[src/hw/rtl/smi_pkg.sv]
`timescale 1ns / 1ps
`default_nettype none
package smi_pkg;

	localparam int MOVERS_DEF     = 64;
	localparam int MOVE_SCALE_DEF = 1024;

	localparam logic [1:0] KIND_PLACE   = 2'd0;
	localparam logic [1:0] KIND_BEGIN   = 2'd1;
	localparam logic [1:0] KIND_ADVANCE = 2'd2;

	localparam logic [1:0] CFG_WIDTH  = 2'd0;
	localparam logic [1:0] CFG_HEIGHT = 2'd1;
	localparam logic [1:0] CFG_TPS    = 2'd2;

	localparam logic OP_DIV  = 1'b0;
	localparam logic OP_SQRT = 1'b1;

	typedef struct packed {
		logic [1:0]  kind;
		logic [5:0]  mover_index;
		logic [11:0] target_x;
		logic [11:0] target_y;
		logic [31:0] tick;
		logic [15:0] speed;
	} cmd_t;

	typedef struct packed {
		logic [11:0] pos_x;
		logic [11:0] pos_y;
		logic        moving;
		logic        arrived;
	} res_t;

	typedef struct packed {
		logic        act;
		logic [11:0] x;
		logic [11:0] y;
	} pos_ent_t;

	typedef struct packed {
		logic go;
		logic op;
	} iter_req_t;

	function automatic logic [11:0] clamp_axis(logic signed [13:0] v, logic [12:0] lim_raw);
		logic [12:0] lim;
		lim = (lim_raw == 13'd0) ? 13'd1 : ((lim_raw > 13'd4096) ? 13'd4096 : lim_raw);
		if (v < 0) return 12'd0;
		else if (v[12:0] >= lim) return 12'(lim - 13'd1);
		else return v[11:0];
	endfunction

	function automatic logic [11:0] abs13(logic signed [12:0] d);
		logic signed [12:0] n;
		n = -d;
		return d[12] ? n[11:0] : d[11:0];
	endfunction

endpackage
`default_nettype wire

[src/hw/rtl/smi_iter.sv]
`timescale 1ns / 1ps
`default_nettype none
// Shared iterative unit: restoring divide (64 steps) or integer square root (32 steps).
module smi_iter (
	input  wire logic              clk,
	input  wire logic              arst_n,
	input  wire smi_pkg::iter_req_t req,
	input  wire logic [63:0]       a,
	input  wire logic [31:0]       b,
	output logic                   done,
	output logic [63:0]            q
);

	logic        run_q;
	logic        op_q;
	logic [5:0]  cnt_q;
	logic        done_q;
	logic [63:0] n_q;
	logic [63:0] r_q;
	logic [63:0] x_q;
	logic [31:0] b_q;

	logic [63:0] lhs;
	logic [63:0] rhs;
	logic [64:0] diff;
	logic        ge;

	always_comb begin
		if (op_q == smi_pkg::OP_SQRT) begin
			lhs = n_q;
			rhs = r_q + x_q;
		end else begin
			lhs = {n_q[62:0], x_q[63]};
			rhs = {32'd0, b_q};
		end
		diff = {1'b0, lhs} - {1'b0, rhs};
		ge   = ~diff[64];
	end

	always_ff @(posedge clk or negedge arst_n) begin
		if (!arst_n) begin
			run_q  <= 1'b0;
			op_q   <= smi_pkg::OP_DIV;
			cnt_q  <= '0;
			done_q <= 1'b0;
		end else begin
			done_q <= 1'b0;
			if (req.go) begin
				run_q <= 1'b1;
				op_q  <= req.op;
				cnt_q <= (req.op == smi_pkg::OP_SQRT) ? 6'd31 : 6'd63;
			end else if (run_q) begin
				cnt_q <= cnt_q - 6'd1;
				if (cnt_q == 6'd0) begin
					run_q  <= 1'b0;
					done_q <= 1'b1;
				end
			end
		end
	end

	always_ff @(posedge clk) begin
		if (req.go) begin
			n_q <= (req.op == smi_pkg::OP_SQRT) ? a : 64'd0;
			r_q <= 64'd0;
			x_q <= (req.op == smi_pkg::OP_SQRT) ? 64'h4000_0000_0000_0000 : a;
			b_q <= b;
		end else if (run_q) begin
			if (op_q == smi_pkg::OP_SQRT) begin
				n_q <= ge ? diff[63:0] : n_q;
				r_q <= ge ? ((r_q >> 1) + x_q) : (r_q >> 1);
				x_q <= x_q >> 2;
			end else begin
				n_q <= ge ? diff[63:0] : lhs;
				r_q <= {r_q[62:0], ge};
				x_q <= x_q << 1;
			end
		end
	end

	assign done = done_q;
	assign q    = r_q;

endmodule
`default_nettype wire

[config.mk]
export PLATFORM = sky130hd
export DESIGN_NAME = smi_iter
export DESIGN_NICKNAME = d
export VERILOG_FILES = /design/src/hw/rtl/smi_pkg.sv /design/src/hw/rtl/smi_iter.sv
export SDC_FILE = /design/constraint.sdc
export NUM_CORES = 1
export LEC_CHECK = 0
export BUFFER_PORTS_ARGS = -buffer_cell sky130_fd_sc_hd__buf_4
export CAP_MARGIN = 20
export CORE_MARGIN = 5
export CORE_UTILIZATION = 63
export CTS_CLUSTER_SIZE = 40
export DETAILED_ROUTE_END_ITERATION = 8
export MAX_ROUTING_LAYER = met4
export PLACE_DENSITY_LB_ADDON = 0.3
export SLEW_MARGIN = 20
export SYNTH_ARGS = -nofsm -noshare
export SYNTH_HDL_FRONTEND = slang
export SYNTH_SLANG_ARGS = --single-unit
[constraint.sdc]
create_clock -name clk -period 9.2 [get_ports clk]
set_clock_uncertainty 0.05 [all_clocks]
set_input_delay 1.38 -clock clk [delete_from_list [all_inputs] [get_ports clk]]
set_output_delay 1.38 -clock clk [all_outputs]
set_load 0.01 [all_outputs]
==> impl_metrics.py, run 1 <==
metrics = {
    "status": {
        "status": "finished clean",
    },
    "synth": {
        "dominantRegCellSynth": "edfxtp_1",
        "async_flop_share": 0.0386,
        "synth.ff_latch_count": 233,
        "seq_area_frac_synth": 0.265,
        "netlist_instances": 2914,
        "syn_area_per_cell_sq_um": 8.18,
        "syn_nets": 3216,
        "syn_area_sq_mm": 0.0238,
        "yosys.cell_types.count": 104,
        "synth_edf_count": 160,
        "yosys_warnings": 0,
    },
    "die": {
        "core_area_sq_mm": 0.0375,
        "fp.dieW_um": 204,
        "die_h_um": 204,
        "die_area_sq_mm": 0.0418,
        "io_pins": 165,
        "initial_core_util": 0.636,
        "rows": 71,
    },
    "clock_tree": {
        "post-cts-setup-buffers": 0,
        "clk_path_buf_depth": 3,
        "cts_root_buf": "clkbuf_16",
        "tritoncts": "built",
        "cts.sinks": 233,
        "ctsHtreeMaxLevel": 1,
        "cts_buffers": 29,
        "path_clk_slew_ns": 0.06,
        "clock_latency_ns": 0.60,
        "ctsHoldBuffers": 0,
        "cts_resized": 0,
    },
    "worst_hold_path": {
        "min-delay-path-class": "reg -> reg",
    },
    "power": {
        "max-vdd-ir-drop_uv": 387,
        "p_total_mw": 8.43,
        "p_leak_nw": 11.4,
        "power_density_mw_per_mm2": 323,
    },
    "routing": {
        "dr.pass1.iters": 8,
        "ant_nets": 0,
        "drt-initial-drc-count": 3601,
        "viasPerCell": 6.93,
        "vias": 24109,
        "drt_wl_total_mm": 83.2,
        "drc_errors": 0,
        "wl_per_cell_um": 23.9,
    },
    "global_route": {
        "grt_max_degree": 133,
        "grt_first_pass_wirelength_mm": 128,
        "grt.overflow.total": 0,
        "grt_usage": 0.393,
        "grt_pass1_vias": 22212,
        "antenna_found_initial": 0,
    },
    "cells_and_area": {
        "drive_gt1_frac": 0.118,
        "finalNetCount": 3247,
        "final_area_sq_mm": 0.0261,
        "nFillCells": 3145,
        "area_growth_pct": 9.43,
        "antenna_cells": 0,
    },
    "place": {
        "gp_congestion": 1.04,
        "port_buffers": 164,
        "pre_cts_ws_ns": 2.06,
        "placed_cell_area_sq_mm": 0.0251,
        "hpwl_mm": 63.0,
    },
    "sta": {
        "post-route-min-period_ns": 7.49,
        "maxSlewHeadroom": 0.316,
        "maxSlewViolCount": 0,
        "fin_ws_ns": 1.71,
        "fmax_mhz": 134,
        "fin_setup_tns_ns": 0,
        "hold_viol": 0,
        "whs_ns": 0.468,
        "worst_slew_pin_slew_ns": 1.02,
        "period_share": 0.814,
        "rsz0062_at_grt": "no",
        "setup_viol": 0,
    },
    "setup_path": {
        "worst_setup_path_start_kind": "flip-flop",
        "worstPathArrival_ns": 7.76,
        "cp.required_ns": 9.47,
        "crit_path_end_kind": "flip-flop",
        "worst-path-max-fanout": 58,
        "path_class": "reg -> reg",
    },
    "run": {
        "cap_violations": 0,
    },
}
-- Yosys cell counts, drive strengths merged, types with 21 or more instances --
library cell  number  share of area
inv               56         0.0088
edfxtp           160           0.20
a21oi            246          0.052
dfxtp             64          0.054
ha               199           0.10
nand4             59          0.015
clkbuf           145          0.024
buf               39         0.0085
a211oi            49          0.016
nand3             42         0.0088
a31oi             45          0.012
nand2b            21         0.0055
mux2              69          0.033
a21o             119          0.038
a211o             29          0.011
nor2             190          0.030
mux2i            109          0.046
o31ai             25         0.0087
nor3              70          0.015
and3              44          0.012
o21bai            39          0.012
o21a              22         0.0069
o21ai            288          0.061
nand2            355          0.056
xor2              72          0.026
xnor2             96          0.035
-- power breakdown --
part	total, mW	switching (mW)	leakage, nW	internal, mW
clock	1.14	0.503	0.449	0.633
sequential	1.81	0.331	2.38	1.48
combinational	5.48	3.37	8.59	2.11
-- worst max-delay path, cell delays in order, from the launching register on --
cell and delay [ns]:
edfxtp_1 0.45, ha_1 0.32, a211oi_1 0.39, o21ai_0 0.33, a32oi_1 0.47, a21boi_0 0.22
o21ai_0 0.41, a21oi_1 0.17, a21boi_0 0.33, o21ai_0 0.17, xor2_1 0.17, nand2_1 0.11
ha_1 0.39, nand4_1 0.13, or3_1 0.16, o22ai_1 0.07, a211oi_1 0.37, a21oi_1 0.26
o31a_1 0.35, buf_4 0.28, nor2_4 0.52, buf_4 0.58, nor3_1 0.12, a211o_1 0.31
-- sequential cells by signal, indices dropped and copies added, names as in the netlist --
name / count
n_q: 64
q: 64
x_q: 64
b_q: 32
cnt_q: 6
done: 1
op_q: 1
run_q: 1
-- final timing paths --
kind | startpoint | slack, ns | depth (start not counted) | endpoint
setup / recovery | x_q[1]$_DFFE_PP_ | 1.71 | 23 | n_q[20]$_DFFE_PP_
hold / removal | cnt_q[0]$_DFFE_PN0P_ | 0.47 | 2 | cnt_q[0]$_DFFE_PN0P_
setup reg to reg | x_q[1]$_DFFE_PP_ | 1.71 | 23 | n_q[20]$_DFFE_PP_
hold reg to reg | cnt_q[0]$_DFFE_PN0P_ | 0.47 | 2 | cnt_q[0]$_DFFE_PN0P_
max in group asynchronous | arst_n | 8.40 | 1 | op_q$_DFFE_PN0P_
min in group asynchronous | arst_n | 0.54 | 1 | op_q$_DFFE_PN0P_
-- kinds of logic (layout without fill, tap and decap cells) --
family          count (synthesis)  count (layout)  synth area share
compound gates               1019            1019             0.277
fa+ha+maj                     202             202             0.107
flops                         233             233             0.265
mux                           178             178            0.0786
simple gates                  872             872             0.169
buf+inv                       242             296            0.0418
xor+xnor                      168             168            0.0617
-- cell usage in the layout, fill, tap and decap left out, drive strengths merged, types with 13 or more instances in the layout --
master and n:
nand3 42, a211o 29, dfxtp 64, clkinv 13
and3 44, nand4 59, a211oi 49, nand2b 21
xnor2 96, nor2b 18, ha 199, nor3 70
xor2 72, o21a 22, mux2 69, a32oi 16
a2111oi 13, mux2i 109, edfxtp 160, nand2 355
clkbuf 36, nor2 190, a31oi 45, a21o 119
o31ai 25, a21oi 246, buf 185, o21bai 39
inv 60, o211ai 19, o21ai 288, or3 19
-- through the flow --
stage | std cells | utilization
floorplan | 2914 | -
global placement | 3424 | 0.670
detailed placement | 3424 | 0.670
CTS | 3478 | 0.695
global route | 3479 | 0.696
finish | 3479 | 0.696
-- area by class of cell --
cell class	count	area [sq um]	area share
tap	511	639	0.0245
multi-input combinational	2439	16600	0.635
timing repair buffer	185	1430	0.0548
inverter	57	214	0.00820
clock buffer	36	782	0.0300
sequential	233	6310	0.242
clock inverter	18	136	0.00523
-- metal layers --
layer | part of all wire | track usage | vias to the layer above
met4 | 0.024 | 0.0747 | 0
met1 | 0.43 | 0.597 | 11256
met3 | 0.15 | 0.0938 | 173
li1 | - | - | 10985
met5 | 0 | - | -
met2 | 0.40 | 0.532 | 1695
Power figures use the tool's default switching activity.
==> run 2, diff against run 1 <==
clock period = 7.2 ns   (was 9.2 ns; I/O delays follow)
==> run 2 against run 1 <==
- routed wire length decreased by 0.31%
- register-to-register slack worse by 1.1 ns
- largest cell class unchanged
- global-route usage about the same
- core utilization is 0.45 points higher
- worst hold slack lost 0.21 ns
- die area is the same
- combinational power is 28% higher
- cell count grew 0.40%
- sequential power is 27% higher
- cell area rose by 0.65%
==> impl_metrics.py, run 2 (same netlist as run 1, synthesis figures left out) <==
metrics = {
    "setup_path": {
        "worstReg2RegStart": "x_q[1]$_DFFE_PP_",
        "cp.depth": 22,
        "worst_setup_path_start_kind": "flip-flop",
        "r2r_slack_ns": 0.57,
        "worstPathArrival_ns": 7.00,
        "worstRegToRegCells": 22,
        "worst-path-max-fanout": 19,
        "endpoint": "q[16]$_SDFFE_PP0P_",
        "critPathLaunch": "x_q[1]$_DFFE_PP_",
        "crit_chain": "ha_1 > a211oi_1 > o21ai_0 > a32oi_1 > a21boi_0 > o21ai_0 > a21oi_1 > a21boi_0 > o21ai_0 > xor2_1 > nand2_1 > ha_1 > nand4_1 > or3_1 > o22ai_1 > a211oi_1 > a21oi_2 > o31a_1 > buf_4 > mux2_2 > mux2i_1 > a211oi_1",
        "path_class": "reg -> reg",
        "timing.rr.end": "q[16]$_SDFFE_PP0P_",
        "slowest_stage": "o21ai_0",
        "cp.required_ns": 7.57,
        "crit_path_end_kind": "flip-flop",
        "critPathTopFamily": "compound AO/OA/AOI/OAI gates",
        "path_buf_inv": 1,
        "cpPeakStageDelay_ns": 0.48,
    },
    "sta": {
        "setup_viol": 0,
        "worst_slew_pin_slew_ns": 0.957,
        "maxSlewViolCount": 0,
        "hold_viol": 0,
        "rsz0062_at_grt": "no",
        "post-route-min-period_ns": 6.63,
        "fmax_mhz": 151,
        "fin_setup_tns_ns": 0,
        "maxSlewHeadroom": 0.361,
        "period_share": 0.921,
    },
    "place": {
        "placed_cell_area_sq_mm": 0.0253,
        "gp_congestion": 1.03,
        "hpwl_mm": 63.0,
        "port_buffers": 164,
    },
    "clock_tree": {
        "path_clk_slew_ns": 0.07,
        "tritoncts": "built",
        "clk_path_buf_depth": 3,
        "ctsHtreeMaxLevel": 1,
        "clock_latency_ns": 0.58,
        "ctsHoldBuffers": 0,
        "cts.sinks": 233,
        "post-cts-setup-buffers": 0,
        "cts_root_buf": "clkbuf_16",
        "cts_buffers": 28,
    },
    "global_route": {
        "grt.overflow.total": 0,
        "grt_max_degree": 139,
        "grt_pass1_vias": 22234,
        "grt_usage": 0.392,
        "antenna_found_initial": 1,
        "grt_first_pass_wirelength_mm": 127,
    },
    "power": {
        "max-vdd-ir-drop_uv": 426,
        "p_comb_frac": 0.649,
        "pwr-share-seq": 0.212,
        "p_int_mw": 5.51,
        "p_switching_mw": 5.30,
        "p_leak_nw": 11.5,
        "switching_share": 0.490,
        "power_density_mw_per_mm2": 412,
        "clock_power_share": 0.138,
    },
    "routing": {
        "dr.pass1.iters": 6,
        "drt_wl_total_mm": 82.9,
        "vias": 24151,
        "wl_per_cell_um": 23.7,
        "drt-initial-drc-count": 3300,
        "viasPerCell": 6.91,
        "ant_nets": 0,
        "drc_errors": 0,
    },
    "cells_and_area": {
        "mostFrequentLayoutCell": "nand2_1",
        "finalNetCount": 3261,
        "final_cell_mix": "353 x nand2_1, 261 x o21ai_0, 244 x a21oi_1",
        "final_util": 0.700,
        "drive_gt1_frac": 0.124,
        "area_growth_pct": 10.1,
        "final_area_sq_mm": 0.0262,
    },
    "status": {
        "status": "finished clean",
    },
    "die": {
        "die_area_sq_mm": 0.0418,
        "die_h_um": 204,
        "rows": 71,
        "initial_core_util": 0.636,
        "core_area_sq_mm": 0.0375,
        "fp.dieW_um": 204,
        "io_pins": 165,
    },
    "run": {
        "cap_violations": 0,
    },
    "worst_hold_path": {
        "min-delay-path-class": "in -> async",
    },
}
==> run 2: cell count changes in the layout (fill, tap and decap cells not counted), moves of 2 or more <==
cell and change:
clkinv_1 -4, buf_4 +14, clkbuf_1 -2, clkinv_2 +3
==> run 2: timing repair <==
item                                   4_1_cts  5_1_grt
endpoints found under the hold margin        0        0
gates resized for setup                      0        1
setup endpoints to repair                    0        1
==> run 2: final cells by class <==
cell class | instances | area (sq um)
Clock inverter | 16 | 149
Timing Repair Buffer | 200 | 1560
Sequential cell | 233 | 6310
Fill cell | 3067 | 11200
Tap cell | 511 | 639
Inverter | 57 | 214
Antenna cell | 1 | 2.50
Clock buffer | 36 | 813
Multi-Input combinational cell | 2439 | 16600
==> run 2: stage by stage <==
| stage | power, mW | hold WS [ns] | instances | setup slack, ns |
|---|---|---|---|---|
| 6_report | 10.8 | 0.259 | 3493 | 0.570 |
| 3_3_place_gp | 8.92 | 0.438 | 3440 | 0.721 |
| 4_1_cts | 10.6 | 0.249 | 3492 | 0.543 |
| 5_1_grt | 11.5 | 0.262 | 3493 | 0.130 |
| 2_1_floorplan | 7.25 | 0.417 | 2914 | 0.771 |
| 3_5_place_dp | 9.06 | 0.459 | 3440 | 0.586 |
==> run 2: worst register-to-register path: stages, from the launching register on <==
cell and delay (ns):
edfxtp_1 0.44, ha_1 0.32, a211oi_1 0.33, o21ai_0 0.22, a32oi_1 0.37, a21boi_0 0.19, o21ai_0 0.48, a21oi_1 0.19
a21boi_0 0.39, o21ai_0 0.16, xor2_1 0.18, nand2_1 0.11, ha_1 0.41, nand4_1 0.16, or3_1 0.44, o22ai_1 0.15
a211oi_1 0.11, a21oi_2 0.29, o31a_1 0.42, buf_4 0.41, mux2_2 0.41, mux2i_1 0.15, a211oi_1 0.09
==> run 2: worst min-delay path by stage <==
stage,end,cells past startpoint,slack (ns)
floorplan,cnt_q[1]$_DFFE_PN0P_,2,0.42
global placement,cnt_q[1]$_DFFE_PN0P_,2,0.44
detailed placement,cnt_q[1]$_DFFE_PN0P_,2,0.46
CTS,done$_DFF_PN0_,1,0.25
global route,done$_DFF_PN0_,1,0.26
finish,done$_DFF_PN0_,1,0.26
==> run 2: layer usage <==
layer  up-vias  track usage  routed length, um
li1      11002            -                  -
met1     11378        0.584              35500
met2      1605        0.538              33200
met3       166       0.0971              12000
met4         0       0.0854               2260
met5         -            -                  0
==> run 2: power groups by stage <==
stage / Clock [mW] / Combinational [mW] / Sequential [mW]
after global routing: 1.55 / 7.58 / 2.32
after detailed placement: 0 / 6.77 / 2.29
after global placement: 0 / 6.65 / 2.27
after CTS: 1.49 / 6.81 / 2.27
after floorplan: 0 / 5.08 / 2.17
final: 1.49 / 7.02 / 2.30
